[config.mk]
export PLATFORM = sky130hd
export DESIGN_NAME = serial_line_editor
export DESIGN_NICKNAME = d
export VERILOG_FILES = /design/src/rtl/sle_pkg.sv /design/src/rtl/sle_ctrl.sv /design/src/rtl/sle_emit.sv /design/src/rtl/serial_line_editor.sv
export SDC_FILE = /design/constraint.sdc
export NUM_CORES = 1
export LEC_CHECK = 0
export BUFFER_PORTS_ARGS = -buffer_cell sky130_fd_sc_hd__buf_2
export CORE_MARGIN = 2
export CORE_UTILIZATION = 43
export CTS_CLUSTER_SIZE = 16
export DETAILED_ROUTE_END_ITERATION = 6
export SYNTH_ARGS = -nofsm -noshare
export SYNTH_HDL_FRONTEND = slang
export SYNTH_SLANG_ARGS = --single-unit
[constraint.sdc]
create_clock -name clk -period 3.5 [get_ports clk]
set_clock_uncertainty 0.1 [all_clocks]
set_input_delay 0.35 -clock clk [delete_from_list [all_inputs] [get_ports clk]]
set_output_delay 0.35 -clock clk [all_outputs]
set_load 0.02 [all_outputs]
[src/rtl/sle_pkg.sv]
// sle_pkg: shared types, character codes and escape sequences for the
// serial line editor. No dependencies.
`timescale 1ns / 1ps

package sle_pkg;

  // character codes
  localparam logic [7:0] CHAR_CR    = 8'd13;
  localparam logic [7:0] CHAR_LF    = 8'd10;
  localparam logic [7:0] CHAR_BS    = 8'd8;
  localparam logic [7:0] CHAR_DEL   = 8'd127;
  localparam logic [7:0] CHAR_SPACE = 8'd32;
  localparam logic [7:0] CHAR_ESC   = 8'd27;
  localparam logic [7:0] CHAR_LBRK  = 8'd91;
  localparam logic [7:0] CHAR_3     = 8'd51;
  localparam logic [7:0] CHAR_1     = 8'd49;
  localparam logic [7:0] CHAR_0     = 8'd48;
  localparam logic [7:0] CHAR_M     = 8'd109;

  localparam logic [7:0] CAPACITY_RESET = 8'd32;
  localparam logic [7:0] COUNT_MAX      = 8'd255;

  // step of the last result for each kind of byte, and the erase space step
  localparam logic [3:0] STEP_SINGLE    = 4'd0;
  localparam logic [3:0] STEP_ERASE_END = 4'd2;
  localparam logic [3:0] STEP_RED_END   = 4'd9;
  localparam logic [3:0] STEP_ERASE_SP  = 4'd1;

  // kind of received byte
  typedef enum logic [1:0] {
    KIND_LINE,
    KIND_ERASE,
    KIND_ECHO,
    KIND_RED
  } kind_t;

  // everything the emitter needs to send the results of one byte
  typedef struct packed {
    kind_t      kind;
    logic [7:0] rx_byte;
    logic       erase_echo;
    logic       erase_write;
    logic [7:0] index;
    logic       overflow;
    logic [3:0] last_step;
  } desc_t;

  // one result transaction
  typedef struct packed {
    logic       tx_valid;
    logic [7:0] tx_byte;
    logic       store_write;
    logic [7:0] store_index;
    logic [7:0] store_byte;
    logic       line_done;
    logic       line_overflow;
    logic       last;
  } result_t;

  // byte sent at a given step of the red-wrapped echo
  function automatic logic [7:0] red_seq_byte(input logic [3:0] step,
                                              input logic [7:0] c);
    logic [7:0] b;
    unique case (step)
      4'd0:    b = CHAR_ESC;
      4'd1:    b = CHAR_LBRK;
      4'd2:    b = CHAR_3;
      4'd3:    b = CHAR_1;
      4'd4:    b = CHAR_M;
      4'd5:    b = c;
      4'd6:    b = CHAR_ESC;
      4'd7:    b = CHAR_LBRK;
      4'd8:    b = CHAR_0;
      4'd9:    b = CHAR_M;
      default: b = 8'd0;
    endcase
    return b;
  endfunction

endpackage

[src/rtl/sle_ctrl.sv]
// sle_ctrl: capacity register, character count and per-byte decode.
// Depends on sle_pkg.
`timescale 1ns / 1ps

module sle_ctrl
  import sle_pkg::*;
(
  input  logic       clk,
  input  logic       rst_n,
  input  logic       cfg_valid,
  output logic       cfg_ready,
  input  logic [7:0] cfg_data,
  input  logic       accept,
  input  logic [7:0] rx_byte,
  output desc_t      desc
);

  logic [7:0] capacity_r, capacity_nxt;
  logic [7:0] count_r, count_nxt;
  logic [7:0] erase_count;

  assign cfg_ready = 1'b1;

  // decode the byte against the current count
  always_comb begin
    desc             = '0;
    desc.rx_byte     = rx_byte;
    count_nxt        = count_r;
    erase_count      = (count_r != 8'd0) ? (count_r - 8'd1) : count_r;
    if ((rx_byte == CHAR_CR) || (rx_byte == CHAR_LF)) begin
      desc.kind      = KIND_LINE;
      desc.overflow  = (count_r > capacity_r);
      desc.last_step = STEP_SINGLE;
      count_nxt      = 8'd0;
    end else if ((rx_byte == CHAR_DEL) || (rx_byte == CHAR_BS)) begin
      desc.kind        = KIND_ERASE;
      desc.erase_echo  = (count_r != 8'd0);
      desc.erase_write = (erase_count < capacity_r);
      desc.index       = erase_count;
      desc.last_step   = (count_r != 8'd0) ? STEP_ERASE_END : STEP_SINGLE;
      count_nxt        = erase_count;
    end else if (count_r < capacity_r) begin
      desc.kind      = KIND_ECHO;
      desc.index     = count_r;
      desc.last_step = STEP_SINGLE;
      count_nxt      = count_r + 8'd1;
    end else begin
      desc.kind      = KIND_RED;
      desc.last_step = STEP_RED_END;
      count_nxt      = (count_r != COUNT_MAX) ? (count_r + 8'd1) : count_r;
    end
  end

  // capacity register write
  always_comb begin
    capacity_nxt = capacity_r;
    if (cfg_valid && cfg_ready) begin
      capacity_nxt = cfg_data;
    end
  end

  // count and capacity registers
  always_ff @(posedge clk) begin
    if (!rst_n) begin
      capacity_r <= CAPACITY_RESET;
      count_r    <= 8'd0;
    end else begin
      capacity_r <= capacity_nxt;
      if (accept) begin
        count_r <= count_nxt;
      end
    end
  end

endmodule

[src/rtl/sle_emit.sv]
// sle_emit: holds one decoded byte and steps through its results into
// the output register. Depends on sle_pkg.
`timescale 1ns / 1ps

module sle_emit
  import sle_pkg::*;
(
  input  logic    clk,
  input  logic    rst_n,
  input  logic    accept,
  output logic    ready,
  input  desc_t   desc,
  output logic    out_valid,
  input  logic    out_stall,
  output result_t out_res
);

  desc_t      desc_r;
  logic       busy_r, busy_nxt;
  logic [3:0] step_r, step_nxt;
  logic       out_valid_r, out_valid_nxt;
  result_t    res_r;
  result_t    res_nxt;
  logic       load;
  logic       final_step;

  assign load       = busy_r && (!out_valid_r || !out_stall);
  assign final_step = (step_r == desc_r.last_step);
  assign ready      = !busy_r || (load && final_step);
  assign out_valid  = out_valid_r;
  assign out_res    = res_r;

  // build the result at the current step
  always_comb begin
    res_nxt = '0;
    unique case (desc_r.kind)
      KIND_LINE: begin
        res_nxt.line_done     = 1'b1;
        res_nxt.line_overflow = desc_r.overflow;
      end
      KIND_ECHO: begin
        res_nxt.tx_valid    = 1'b1;
        res_nxt.tx_byte     = desc_r.rx_byte;
        res_nxt.store_write = 1'b1;
        res_nxt.store_index = desc_r.index;
        res_nxt.store_byte  = desc_r.rx_byte;
      end
      KIND_RED: begin
        res_nxt.tx_valid = 1'b1;
        res_nxt.tx_byte  = red_seq_byte(step_r, desc_r.rx_byte);
      end
      KIND_ERASE: begin
        if (desc_r.erase_echo) begin
          res_nxt.tx_valid = 1'b1;
          res_nxt.tx_byte  = (step_r == STEP_ERASE_SP) ? CHAR_SPACE : CHAR_BS;
        end
        // zero write rides on the last result
        if (final_step && desc_r.erase_write) begin
          res_nxt.store_write = 1'b1;
          res_nxt.store_index = desc_r.index;
        end
      end
      default: res_nxt = '0;
    endcase
    res_nxt.last = final_step;
  end

  // sequencer next state
  always_comb begin
    busy_nxt      = busy_r;
    step_nxt      = step_r;
    out_valid_nxt = out_valid_r;
    if (out_valid_r && !out_stall) begin
      out_valid_nxt = 1'b0;
    end
    if (load) begin
      out_valid_nxt = 1'b1;
      step_nxt      = step_r + 4'd1;
      if (final_step) begin
        busy_nxt = 1'b0;
      end
    end
    if (accept) begin
      busy_nxt = 1'b1;
      step_nxt = 4'd0;
    end
  end

  // control registers
  always_ff @(posedge clk) begin
    if (!rst_n) begin
      busy_r      <= 1'b0;
      step_r      <= 4'd0;
      out_valid_r <= 1'b0;
    end else begin
      busy_r      <= busy_nxt;
      step_r      <= step_nxt;
      out_valid_r <= out_valid_nxt;
    end
  end

  // payload registers
  always_ff @(posedge clk) begin
    if (accept) begin
      desc_r <= desc;
    end
    if (load) begin
      res_r <= res_nxt;
    end
  end

endmodule

[src/rtl/serial_line_editor.sv]
// serial_line_editor: top level of the terminal line editor.
// Depends on sle_pkg, sle_ctrl and sle_emit.
//
//   channel  handshake             payload
//   in       in_valid / in_stall   in_rx_byte
//   out      out_valid / out_stall out_tx_*, out_store_*, out_line_*, out_last
//   cfg      cfg_valid / cfg_ready cfg_data (line capacity)
//
// Each received byte gives 1 to 10 result transactions, one per cycle from
// the emit sequencer while out_stall is low, so one-result bytes flow at
// one per cycle; the input stalls until the last result of a byte is loaded.
// Synchronous active-low reset clears count to 0 and capacity to 32.
// out_stall holds the output register; the next byte is taken while the
// last result of the previous one waits.
`timescale 1ns / 1ps

module serial_line_editor
  import sle_pkg::*;
(
  input  logic       clk,
  input  logic       rst_n,
  input  logic       in_valid,
  output logic       in_stall,
  input  logic [7:0] in_rx_byte,
  output logic       out_valid,
  input  logic       out_stall,
  output logic       out_tx_valid,
  output logic [7:0] out_tx_byte,
  output logic       out_store_write,
  output logic [7:0] out_store_index,
  output logic [7:0] out_store_byte,
  output logic       out_line_done,
  output logic       out_line_overflow,
  output logic       out_last,
  input  logic       cfg_valid,
  output logic       cfg_ready,
  input  logic [7:0] cfg_data
);

  desc_t   desc;
  result_t res;
  logic    ready;
  logic    accept;

  // input transaction
  assign in_stall = !ready;
  assign accept   = in_valid && ready;

  sle_ctrl u_ctrl (
    .clk       (clk),
    .rst_n     (rst_n),
    .cfg_valid (cfg_valid),
    .cfg_ready (cfg_ready),
    .cfg_data  (cfg_data),
    .accept    (accept),
    .rx_byte   (in_rx_byte),
    .desc      (desc)
  );

  sle_emit u_emit (
    .clk       (clk),
    .rst_n     (rst_n),
    .accept    (accept),
    .ready     (ready),
    .desc      (desc),
    .out_valid (out_valid),
    .out_stall (out_stall),
    .out_res   (res)
  );

  // unpack the result fields
  assign out_tx_valid      = res.tx_valid;
  assign out_tx_byte       = res.tx_byte;
  assign out_store_write   = res.store_write;
  assign out_store_index   = res.store_index;
  assign out_store_byte    = res.store_byte;
  assign out_line_done     = res.line_done;
  assign out_line_overflow = res.line_overflow;
  assign out_last          = res.last;

endmodule
# Yosys cells after proc, flatten, opt, wreduce, memory -nomap -nowiden

Index checks and enable logic that the tools add are counted.

Register bits after elaboration: 76
Input port bits: 21
Word-level logic and storage cells: 99

$add $sub $neg: 3
$lt $le $gt $ge: 3
Eq/ne operators: 18
Mux-type cells: 24
Bitwise gates (word level): 2
Reduce and logical (&&, ||, !) cells: 28

Operator list:

| kind                | number |
|---|---|
| $mux 8              | 7 |
| $pmux 8 s7          | 1 |
| $pmux 9 s3          | 1 |
| $eq 8x4->1 const B  | 3 |
| $mux 9              | 2 |
| $pmux 9 s2          | 1 |
| $eq 4x3->1 const B  | 4 |
| $lt 8x8->1          | 2 |
| $reduce_or 2->1     | 6 |
| $add 8x1->8 const B | 1 |
| $eq 4x2->1 const B  | 2 |
| $eq 4x4->1 const B  | 2 |
| $eq 8x7->1 const B  | 1 |
| $gt 8x8->1          | 1 |
| $mux 4              | 2 |
| $ne 8x8->1 const B  | 1 |
| $reduce_bool 8->1   | 1 |
| $sub 8x1->8 const B | 1 |
| $mux 1              | 7 |
| $mux 6              | 1 |
| $reduce_bool 2->1   | 3 |
| $logic_and 1x1->1   | 5 |
| $add 4x1->4 const B | 1 |
| $eq 2x2->1 const B  | 2 |
| other kinds (11)    | 20 |

# Longest topological paths before layout

Gate-level depths: netlist of run 1.

Depth in word-level cells: 8
Mapped depth: 13
Depth with buffers taken out: 12

# Cells and area by module

A second synthesis of run 1 with hierarchy kept.

Cells, all modules: 435
Area, all modules: 4341.7 µm²

By module, submodules not included:

| module             | instances | cells an instance | area each (µm²) | seq. area each (µm²) |
|---|---|---|---|---|
| sle_emit           | 1         | 191               | 2508.7          | 1741.7 |
| sle_ctrl           | 1         | 242               | 1823.0          | 320.3 |
| serial_line_editor | 1         | 2                 | 10.0            | 0.0 |

# Least setup slack after synthesis of run 1

OpenSTA, ideal clock, no wires.

Kind: reg-to-reg
Start point: reg u_ctrl.count_r[0]
End point: reg u_emit.desc_r[13] in the netlist's numbering, data pin
Arrival time: 2.420 ns
Data required time: 3.193 ns
Setup slack: 0.773 ns
Cell stages (with the launch flop): 13
Clock period less this slack: 2.727 ns
Cells stage by stage: dfxtp_1 -> clkbuf_1 -> inv_1 -> ha_1 -> nand3_1 -> o21a_1 -> ha_1 -> a21o_1 -> a21oi_1 -> nand2_1 -> nand4_1 -> a31oi_1 -> a2111oi_0

Word-level cells in the longest chain between the ends: 3
Elaborated cells between the ends (all ways): 4
Classes of those cells: add/sub: 1; order compare: 1; mux: 1; reduce/logical: 1

Ends and longest elaborated chain:

| item                                             | RTL line        | RTL |
|---|---|---|
| start, declared                                  | sle_ctrl.sv:19  | `logic [7:0] count_r, count_nxt;` |
| start signal, assigned                           | sle_ctrl.sv:70  | `count_r <= count_nxt;` |
| $sub 8x1->8 or $reduce_bool 8->1 (tied branches) | sle_ctrl.sv:29  | `erase_count = (count_r != 8'd0) ? (count_r - 8'd1) : count_r;` |
| $mux 8 *                                         | sle_ctrl.sv:29  |  |
| $lt 8x8->1 *                                     | sle_ctrl.sv:38  | `desc.erase_write = (erase_count < capacity_r);` |
| end signal, assigned                             | sle_emit.sv:105 | `desc_r <= desc;` |
| end, declared                                    | sle_emit.sv:18  | `desc_t desc_r;` |

Mark *: on every way between the ends. The rest lies on a longest branch, timed or not.
A chain may end at the register's enable or synchronous reset.

# Worst setup path in the final report of run 1

Ends and elaborated chain as after synthesis.

==> results of run 1 <==
-- cell usage after synthesis, types with 2 or more instances --
| library cell | count | share of area |
|---|---|---|
| a21oi_1 | 30 | 0.037 |
| edfxtp_1 | 51 | 0.38 |
| nand3_1 | 7 | 0.0087 |
| buf_2 | 3 | 0.0037 |
| clkbuf_1 | 15 | 0.014 |
| o21ai_0 | 15 | 0.019 |
| nand3b_1 | 4 | 0.0075 |
| mux2i_1 | 8 | 0.020 |
| o22ai_1 | 2 | 0.0031 |
| nor3_1 | 4 | 0.0050 |
| xor2_1 | 6 | 0.013 |
| and3_1 | 3 | 0.0047 |
| o211ai_1 | 6 | 0.011 |
| ha_1 | 26 | 0.081 |
| nand4_1 | 5 | 0.0078 |
| dfxtp_1 | 22 | 0.11 |
| nor2b_1 | 6 | 0.0094 |
| nand4b_1 | 2 | 0.0044 |
| a32o_2 | 5 | 0.014 |
| nand2b_1 | 3 | 0.0047 |
| or3_1 | 2 | 0.0031 |
| a2111oi_0 | 2 | 0.0044 |
| a21o_1 | 7 | 0.013 |
| and2_1 | 19 | 0.030 |
| nor2_1 | 50 | 0.047 |
| a31oi_1 | 7 | 0.011 |
| o21a_1 | 3 | 0.0056 |
| nor4_1 | 4 | 0.0062 |
| a211oi_1 | 2 | 0.0037 |
| mux2_2 | 2 | 0.0056 |
| inv_1 | 26 | 0.024 |
| nand2_1 | 25 | 0.023 |
| xnor2_1 | 2 | 0.0044 |
| nor3b_1 | 3 | 0.0056 |
-- worst max-delay path: stages, from the launching register on --
cell,delay (ns)
dfxtp_1,0.57
inv_1,0.16
ha_1,0.31
nand3_1,0.25
o21a_1,0.20
ha_1,0.25
a21o_1,0.18
a21oi_1,0.20
nand2_1,0.09
nand4_1,0.10
a31oi_1,0.05
a2111oi_0,0.37
-- metrics by stage --
step           instance area [um2]  worst slack [ns]
2_1_floorplan                 4010             0.773
3_3_place_gp                  4360             0.688
3_5_place_dp                  4360             0.553
4_1_cts                       4580             0.500
5_1_grt                       4580             0.184
6_report                      4580             0.450
-- power breakdown --
group          internal [mW]  leakage (nW)  switching [mW]
Clock                  0.401         0.107           0.318
Combinational          0.127          1.21           0.204
Sequential             0.985         0.675          0.0280
Total                   1.51          1.99           0.550
-- kinds of logic after synthesis --
group           share of synthesized area
compound gates                      0.151
mux                                0.0256
fa+ha+maj                          0.0811
buf+inv                            0.0477
other cells                      0.000935
xor+xnor                           0.0175
flops                               0.492
simple gates                        0.184
-- area by class of cell --
cell class                      instances  area, um2  share of cell area
Inverter                               26       97.6              0.0213
Clock buffer                            9        124              0.0270
Tap cell                              111        139              0.0303
Clock inverter                          7       93.8              0.0205
Multi-Input combinational cell        281       1850               0.403
Timing Repair Buffer                   58        308              0.0672
Sequential cell                        73       1970               0.430
-- worst max path at each step --
stage,startpoint,end,cells past startpoint
2_1_floorplan,u_ctrl.count_r[0]$_SDFFE_PN0P_,u_emit.desc_r[13]$_SDFFCE_PP0P_,12
3_3_place_gp,u_ctrl.count_r[0]$_SDFFE_PN0P_,u_emit.desc_r[13]$_SDFFCE_PP0P_,11
3_5_place_dp,u_ctrl.count_r[0]$_SDFFE_PN0P_,u_emit.desc_r[13]$_SDFFCE_PP0P_,11
4_1_cts,u_ctrl.count_r[0]$_SDFFE_PN0P_,u_emit.desc_r[13]$_SDFFCE_PP0P_,11
5_1_grt,u_ctrl.count_r[0]$_SDFFE_PN0P_,u_emit.desc_r[13]$_SDFFCE_PP0P_,11
6_report,u_ctrl.count_r[0]$_SDFFE_PN0P_,u_emit.desc_r[13]$_SDFFCE_PP0P_,11
-- state kept, by name (all words and copies together) (netlist names) --
signal / count
u_ctrl.capacity_r: 8
u_ctrl.count_r: 8
u_emit.busy_r: 1
u_emit.desc_r: 22
u_emit.out_res: 29
u_emit.out_valid: 1
u_emit.step_r: 4
-- layout by cell type (no fill, tap or decap), types with 5 or more instances in the layout --
| master | instances |
|---|---|
| mux2i_1 | 8 |
| nor2b_1 | 6 |
| nand3_1 | 7 |
| ha_1 | 26 |
| nand2_1 | 25 |
| a31oi_1 | 7 |
| and2_1 | 19 |
| o21ai_0 | 15 |
| inv_1 | 26 |
| a32o_2 | 5 |
| dfxtp_1 | 22 |
| nor2_1 | 50 |
| clkbuf_8 | 9 |
| a21oi_1 | 30 |
| edfxtp_1 | 51 |
| o211ai_1 | 6 |
| xor2_1 | 6 |
| buf_2 | 51 |
| nand4_1 | 5 |
| a21o_1 | 7 |
| buf_4 | 7 |
-- layer usage --
metal	routed length (um)	vias up
met1	3930	1415
met3	516	9
met4	124	0
met2	4080	90
met5	0	-
li1	-	1538
==> summary.md, run 1 <==
| Metric | Value |
|---|---|
| Outcome | complete, no violations |
| Diodes inserted | 0 |
| Reg2Reg Capture Point | u_emit.desc_r[13]$_SDFFCE_PP0P_ |
| Syn Area/Cell | between 10 and 15 um2 |
| DP HPWL | ~6.4 mm |
| Post-synth design cell area | between 4000 and 5000 um2 |
| Leak Pwr | 1.99 nW |
| Die width | ~100 um |
| Post-synth EDFFs | 51 |
| Max Fclk | around 0.33 GHz |
| Die Ht | 101 um |
| Final setup violating endpoints | 0 |
| Sum of negative setup slack | 0 ns |
| Met3 Use GR | 0.0409 |
| Tot GR Track Use | 0.181 |
| Worst setup SP type | register |
| Clock period minus worst slack | between 3 and 4 ns |
| Wirelength per Cell | about 15 um |
| Hold Crit Endpoint | u_ctrl.capacity_r[5]$_SDFFE_PN1P_ |
| Nets@finish | between 400 and 500 |
| Root buf cell | clkbuf_8 |
| Final Hold Viols | 0 |
| WHS Path Cells | 3 |
| Required @ worst endpoint | between 3 and 4 ns |
| Crit-path max FO | 13 |
| Fillers | between 800 and 900 |
| DR pass1 iterations | 4 |
| Slew @ Worst Pin | around 0.95 ns |
| # IOs | between 50 and 60 |
| Register area share after synthesis | 0.492 |
| GR peak layer | met2 |
| Final hold slack | 0.117 ns |
| TritonCTS clock tree | built |
| Critical path endpoint category | register |
| Seq cells post-synth | between 70 and 80 |
| Layout cells sized above 1 | 0.194 |
| Ys async rst share | 0 |
| Non-Filler Instances | between 500 and 600 |
| IO Port Bufs | approximately 50 |
| Slew margin rel. | 0.363 |
| Via count | roughly 3,100 |
| # Post-CTS Setup Buffers | 0 |
| Via-to-Cell Ratio | approximately 5.4 |
| ANT nets after route | 0 |
| Vias in the first global route | between 2,000 and 3,000 |
| Total power draw | slightly above 2 mW |
| Die ar. | ~10,000 um2 |
| First-pass GRT wire length | 14.2 mm |
| FF-to-FF Start | u_ctrl.count_r[0]$_SDFFE_PN0P_ |
| Cts hold-fix bufs | 0 |
| Final Max Tran Viols | 0 |
| Placed Cells | 549 |
| Worst min path class | in -> reg |
| YS warnings | 0 |
| DRC viols | 0 |
| Initial DRC count | between 150 and 200 |
| Data arrival, critical path | 3.07 ns |
| Top FF cell, synth | edfxtp_1 |
| Max Cap Viol | 0 |
| FP Rows | 35 |
| R2R depth | 11 |
| Core area | roughly 9000 um2 |
| CTS H-tree depth | 3 |
| Worst reg2reg setup slack | about 0.45 ns |
| Initial antenna violation count | 0 |
| Syn Nets | around 450 |
| Pwr dens | 450 nW/um2 |
| Largest net degree at the start of global routing | 35 |
| Clock tree buffer depth | 2 |
| GRT overflow | 0 |
| Worst-path clk slew | around 0.080 ns |
| Met1 Use GR | 0.240 |
| RePlAce Congestion | about 0.86 |
| Cells after Synth | 401 |
| P&R area growth vs syn | 14.2% |
| Initial Utilization | 0.438 |
| Post-synth cell types | a little under 60 |
| Final core occ | 0.501 |
| Period utilisation layout | 0.871 |
| Grt met2 use | 0.297 |
| TritonCTS Buffers | 9 |
| RSZ-0062 raised after global routing | false |
| Worst hold start | cfg_data[5] |
| Worst setup path class | reg -> reg |
| CTS sink cnt | between 70 and 80 |
| Resized Gates After CTS | 0 |
| Routed WL | 8.65 mm |
| Max VDD drop | between 0.0002 and 0.00025 V |
| Worst-Skew Late Latency | between 0.3 and 0.4 ns |
(Power assumes the default switching activity.)
==> run 2: changes to the inputs <==
Clock period 3.5 ns to 3.9 ns, I/O delays scaled along.
==> run 2 against run 1 <==
  * Sequential power shrank 9.8%
  * Cell count shrank 0.18%
  * Sequential share of layout area shrank 0.37 points
  * Core utilization grew 0.44 points
  * First-iteration DRC count shrank 6.3%
  * Fmax grew 0.12%
  * Routed wire length grew 1.4%
  * Count of clock-buffer cells in the layout grew 1
  * Die area is the same
  * Global-route usage grew 0.094 points
  * Largest power group unchanged
==> summary.md, run 2 (same netlist as run 1, synthesis figures left out) <==
| Metric | Value |
|---|---|
| Non-Filler Instances | 564 (was 565) |
| Max Cap Viol | 0 (unchanged) |
| CTS H-tree depth | 3 (unchanged) |
| Final core occ | 0.505 (was 0.501) |
| Worst min path class | in -> reg (unchanged) |
| Crit-path max FO | 13 (unchanged) |
| Resized Gates After CTS | 0 (unchanged) |
| Wirelength per Cell | 15.6 um (was 15.3 um) |
| Most frequent cells in the layout | buf_2, edfxtp_1, nor2_1 (unchanged) |
| Max FFs per register | 29 (unchanged) |
| Critical path endpoint category | register (unchanged) |
| Clock period minus worst slack | 3.05 ns (about the same) |
| Outcome | complete, no violations (unchanged) |
| Pwr dens | 431 nW/um2 (was 450 nW/um2) |
| Met1 Use GR | 0.240 (about the same) |
| Placed Cells | 548 (was 549) |
| Met3 Use GR | 0.0409 (unchanged) |
| Leak Pwr | 2.01 nW (was 1.99 nW) |
| IO Port Bufs | 51 (unchanged) |
| Via count | 3,061 (was 3,052) |
| # Post-CTS Setup Buffers | 0 (unchanged) |
| Clock tree buffer depth | 2 (unchanged) |
| Max VDD drop | 0.000162 V (was 0.000206 V) |
| Period utilisation layout | 0.781 (was 0.871) |
| TritonCTS clock tree | built (unchanged) |
| Die ar. | 10,100 um2 (unchanged) |
| DRC viols | 0 (unchanged) |
| CTS sink cnt | 73 (unchanged) |
| Worst setup SP type | register (unchanged) |
| Via-to-Cell Ratio | 5.43 (was 5.40) |
| DP HPWL | 6.44 mm (was 6.40 mm) |
| Slew margin rel. | 0.500 (was 0.363) |
| P&R area growth vs syn | 15.2% (was 14.2%) |
| Final setup violating endpoints | 0 (unchanged) |
| Max Fclk | 0.328 GHz (about the same) |
| Core area | 9150 um2 (unchanged) |
| DR pass1 iterations | 5 (was 4) |
| FP Rows | 35 (unchanged) |
| Die width | 101 um (unchanged) |
| Cts hold-fix bufs | 0 (unchanged) |
| Slew @ Worst Pin | 0.746 ns (was 0.950 ns) |
| Diodes inserted | 0 (unchanged) |
| RSZ-0062 raised after global routing | false (unchanged) |
| Data arrival, critical path | 3.06 ns (was 3.07 ns) |
| Vias in the first global route | 2,888 (was 2,795) |
| First-pass GRT wire length | 14.3 mm (was 14.2 mm) |
| Grt met2 use | 0.304 (was 0.297) |
| Largest net degree at the start of global routing | 35 (unchanged) |
| Routed WL | 8.77 mm (was 8.65 mm) |
| ANT nets after route | 0 (unchanged) |
| Final Hold Viols | 0 (unchanged) |
| Worst reg2reg setup slack | 0.85 ns (was 0.45 ns) |
| Required @ worst endpoint | 3.91 ns (was 3.52 ns) |
| Layout cells sized above 1 | 0.192 (was 0.194) |
| Worst-Skew Late Latency | 0.35 ns (was 0.34 ns) |
| GRT overflow | 0 (unchanged) |
| Die Ht | 101 um (unchanged) |
| Final Max Tran Viols | 0 (unchanged) |
| Worst-path clk slew | 0.08 ns (about the same) |
| Worst setup path class | reg -> reg (unchanged) |
| Sum of negative setup slack | 0 ns (unchanged) |
| R2R depth | 11 (unchanged) |
| Nets@finish | 495 (was 496) |
| Root buf cell | clkbuf_8 (unchanged) |
| TritonCTS Buffers | 9 (unchanged) |
| GR peak layer | met2 (unchanged) |
| # IOs | 53 (unchanged) |
| Initial antenna violation count | 0 (unchanged) |
| Initial DRC count | 149 (was 159) |
| RePlAce Congestion | 0.871 (was 0.861) |
| Initial Utilization | 0.438 (unchanged) |
| WHS Path Cells | 3 (unchanged) |
| Tot GR Track Use | 0.182 (was 0.181) |
run 2: changes by cell type in the layout (fill, tap and decap cells not counted), sizes merged:
cell / change
clkinvlp: -1
clkbuf: +1
clkinv: -3
bufinv: +2
inv: +1
buf: -1
run 2: routing by layer:
| layer | share of wire | vias up |
|---|---|---|
| met5 | 0 | - |
| met4 | 0.010 | 0 |
| met3 | 0.046 | 10 |
| met2 | 0.49 | 99 |
| met1 | 0.46 | 1415 |
| li1 | - | 1537 |
run 2: worst max-delay path, stage by stage (launching register included):
cell and delay, ns:
dfxtp_1 0.58, inv_1 0.17, ha_1 0.31, nand3_1 0.24
o21a_1 0.19, ha_1 0.24, a21o_1 0.18, a21oi_1 0.17
nand2_1 0.07, nand4_1 0.09, a31oi_1 0.04, a2111oi_0 0.43
run 2: path summary, 6_finish.rpt:
check / startpoint / to
worst max register to register: u_ctrl.count_r[0]$_SDFFE_PN0P_ / u_emit.desc_r[13]$_SDFFCE_PP0P_
worst min register to register: u_emit.busy_r$_SDFFE_PN0P_ / u_emit.out_valid$_SDFFE_PN0P_
worst min-delay path: cfg_data[5] / u_ctrl.capacity_r[5]$_SDFFE_PN1P_
worst max-delay path: u_ctrl.count_r[0]$_SDFFE_PN0P_ / u_emit.desc_r[13]$_SDFFCE_PP0P_
run 2: layout make-up:
type	count	area (um2)
well taps	111	139
clock inverters	6	138
fillers	851	4530
multi-input cells	281	1850
flip-flops and latches	73	1970
repair buffers	57	300
inverters	26	97.6
clock buffers	10	128
run 2: report_power, final:
| part | leakage, nW | switching [mW] | internal, mW |
|---|---|---|---|
| clock network | 0.131 | 0.296 | 0.495 |
| registers | 0.675 | 0.0276 | 0.884 |
| logic | 1.21 | 0.179 | 0.112 |
| total | 2.01 | 0.503 | 1.49 |
run 2: metrics by stage:
stage,setup WS (ns),hold WS [ns],instance area [um2],total power [mW]
after global routing,0.638,0.144,4620,2.09
after CTS,0.874,0.147,4620,2.01
after global placement,1.11,0.373,4360,1.22
after detailed placement,0.932,0.376,4360,1.22
after floorplan,1.17,0.343,4010,1.13
final,0.854,0.151,4620,1.99
==> run 3: changes to the inputs <==
Clock period 3.9 ns to 3.05 ns, I/O delays scaled along.
==> run 3 against run 2 <==
  * Clock power down 4.9%
  * Fmax up 8.0%
  * Flip-flop and latch count unchanged
  * Largest power group unchanged
==> summary.md, run 3 (same netlist as run 1, synthesis figures left out) <==
| Metric | Value |
|---|---|
| Initial DRC count | 118 (was 149) |
| ANT nets after route | 0 (unchanged) |
| Pwr dens | 497 nW/um2 (was 431 nW/um2) |
| Crit-path max FO | 13 (unchanged) |
| CTS H-tree depth | 3 (unchanged) |
| TritonCTS clock tree | built (unchanged) |
| Initial antenna violation count | 0 (unchanged) |
| GRT overflow | 0 (unchanged) |
| Tot GR Track Use | 0.185 (was 0.182) |
| Most frequent cells in the layout | buf_2, edfxtp_1, nor2_1 (unchanged) |
| Layout cells sized above 1 | 0.210 (was 0.192) |
| Die ar. | 10,100 um2 (unchanged) |
| Placed Cells | 558 (was 548) |
| IO Port Bufs | 51 (unchanged) |
| Max VDD drop | 0.000206 V (was 0.000162 V) |
| Via count | 3,113 (was 3,061) |
| Wirelength per Cell | 15.2 um (was 15.6 um) |
| Period utilisation layout | 0.924 (was 0.781) |
| Worst setup SP type | register (unchanged) |
| P&R area growth vs syn | 15.6% (was 15.2%) |
| # Post-CTS Setup Buffers | 0 (unchanged) |
| Die Ht | 101 um (unchanged) |
| Routed WL | 8.72 mm (was 8.77 mm) |
| Sum of negative setup slack | 0 ns (unchanged) |
| Data arrival, critical path | 2.87 ns (was 3.06 ns) |
| Root buf cell | clkbuf_8 (unchanged) |
| Resized Gates After CTS | 0 (unchanged) |
| Worst setup path class | reg -> reg (unchanged) |
| Initial Utilization | 0.438 (unchanged) |
| Worst-path clk slew | 0.07 ns (was 0.08 ns) |
| Max Fclk | 0.355 GHz (was 0.328 GHz) |
| Slew @ Worst Pin | 0.934 ns (was 0.746 ns) |
| TritonCTS Buffers | 9 (unchanged) |
| Diodes inserted | 0 (unchanged) |
| Max Cap Viol | 0 (unchanged) |
| Outcome | complete, no violations (unchanged) |
| Fillers | 855 (was 851) |
| Non-Filler Instances | 574 (was 564) |
| Final Max Tran Viols | 0 (unchanged) |
| CTS sink cnt | 73 (unchanged) |
| Max FFs per register | 29 (unchanged) |
| Clock tree buffer depth | 2 (unchanged) |
| Required @ worst endpoint | 3.10 ns (was 3.91 ns) |
| Leak Pwr | 2.03 nW (was 2.01 nW) |
| DR pass1 iterations | 4 (was 5) |
| Final setup violating endpoints | 0 (unchanged) |
| Worst-Skew Late Latency | 0.36 ns (was 0.35 ns) |
| Vias in the first global route | 2,887 (was 2,888) |
| Clock period minus worst slack | 2.82 ns (was 3.05 ns) |
| Cts hold-fix bufs | 0 (unchanged) |
| RSZ-0062 raised after global routing | false (unchanged) |
| Nets@finish | 505 (was 495) |
| Via-to-Cell Ratio | 5.42 (was 5.43) |
| Critical path endpoint category | register (unchanged) |
| Final Hold Viols | 0 (unchanged) |
| RePlAce Congestion | 0.898 (was 0.871) |
| Slew margin rel. | 0.373 (was 0.500) |
| DP HPWL | 6.39 mm (was 6.44 mm) |
| Worst min path class | in -> reg (unchanged) |
| Die width | 101 um (unchanged) |
| FP Rows | 35 (unchanged) |
| Final core occ | 0.507 (was 0.505) |
| Core area | 9150 um2 (unchanged) |
| # IOs | 53 (unchanged) |
| First-pass GRT wire length | 14.3 mm (about the same) |
| DRC viols | 0 (unchanged) |
| Largest net degree at the start of global routing | 35 (unchanged) |
## run 3: area by class of cell
type | count | area [um2] | share of cell area
Sequential cell | 73 | 1970 | 0.425
Multi-Input combinational cell | 281 | 1850 | 0.398
Timing Repair Buffer | 67 | 388 | 0.0836
Tap cell | 111 | 139 | 0.0299
Clock buffer | 9 | 124 | 0.0267
Inverter | 26 | 97.6 | 0.0210
Clock inverter | 7 | 70.1 | 0.0151
## run 3: power by group
group / internal, mW / total (mW) / switching (mW)
Combinational: 0.155 / 0.395 / 0.241
Sequential: 1.13 / 1.16 / 0.0271
Clock: 0.375 / 0.752 / 0.376
Total: 1.66 / 2.30 / 0.644
## run 3: through the flow
step | power [mW] | worst slack (ns) | hold WS (ns) | cell area [um2]
2_1_floorplan | 1.45 | 0.323 | 0.304 | 4010
3_3_place_gp | 1.57 | 0.362 | 0.355 | 4440
3_5_place_dp | 1.57 | 0.248 | 0.383 | 4440
4_1_cts | 2.33 | 0.212 | 0.0394 | 4640
5_1_grt | 2.42 | 0.0304 | 0.0362 | 4640
6_report | 2.30 | 0.230 | 0.0528 | 4640
## run 3: worst paths after layout
kind | start | to | slack (ns) | depth (start not counted)
max reg2reg | u_ctrl.count_r[1]$_SDFFE_PN0P_ | u_emit.desc_r[13]$_SDFFCE_PP0P_ | 0.23 | 12
max | u_ctrl.count_r[1]$_SDFFE_PN0P_ | u_emit.desc_r[13]$_SDFFCE_PP0P_ | 0.23 | 12
min reg2reg | u_emit.busy_r$_SDFFE_PN0P_ | u_emit.out_valid$_SDFFE_PN0P_ | 0.40 | 2
min | in_rx_byte[7] | u_emit.desc_r[22]$_DFFE_PP_ | 0.05 | 1
## run 3: worst max-delay path, stage by stage, from the launching register on
cell,delay [ns]
dfxtp_1,0.43
inv_1,0.13
ha_1,0.27
nor3b_1,0.36
nor2_1,0.07
a21oi_1,0.16
inv_1,0.06
ha_1,0.28
a21oi_1,0.16
nand2_1,0.08
nand4_1,0.10
a31oi_1,0.05
a2111oi_0,0.36
## run 3: per-layer routing
layer,global-route usage,share of wire,up-vias,routed length (um)
li1,-,-,1553,-
met1,0.239,0.46,1433,4030
met2,0.287,0.45,107,3940
met3,0.0583,0.062,20,543
met4,0.0790,0.024,0,206
met5,0,0,-,0
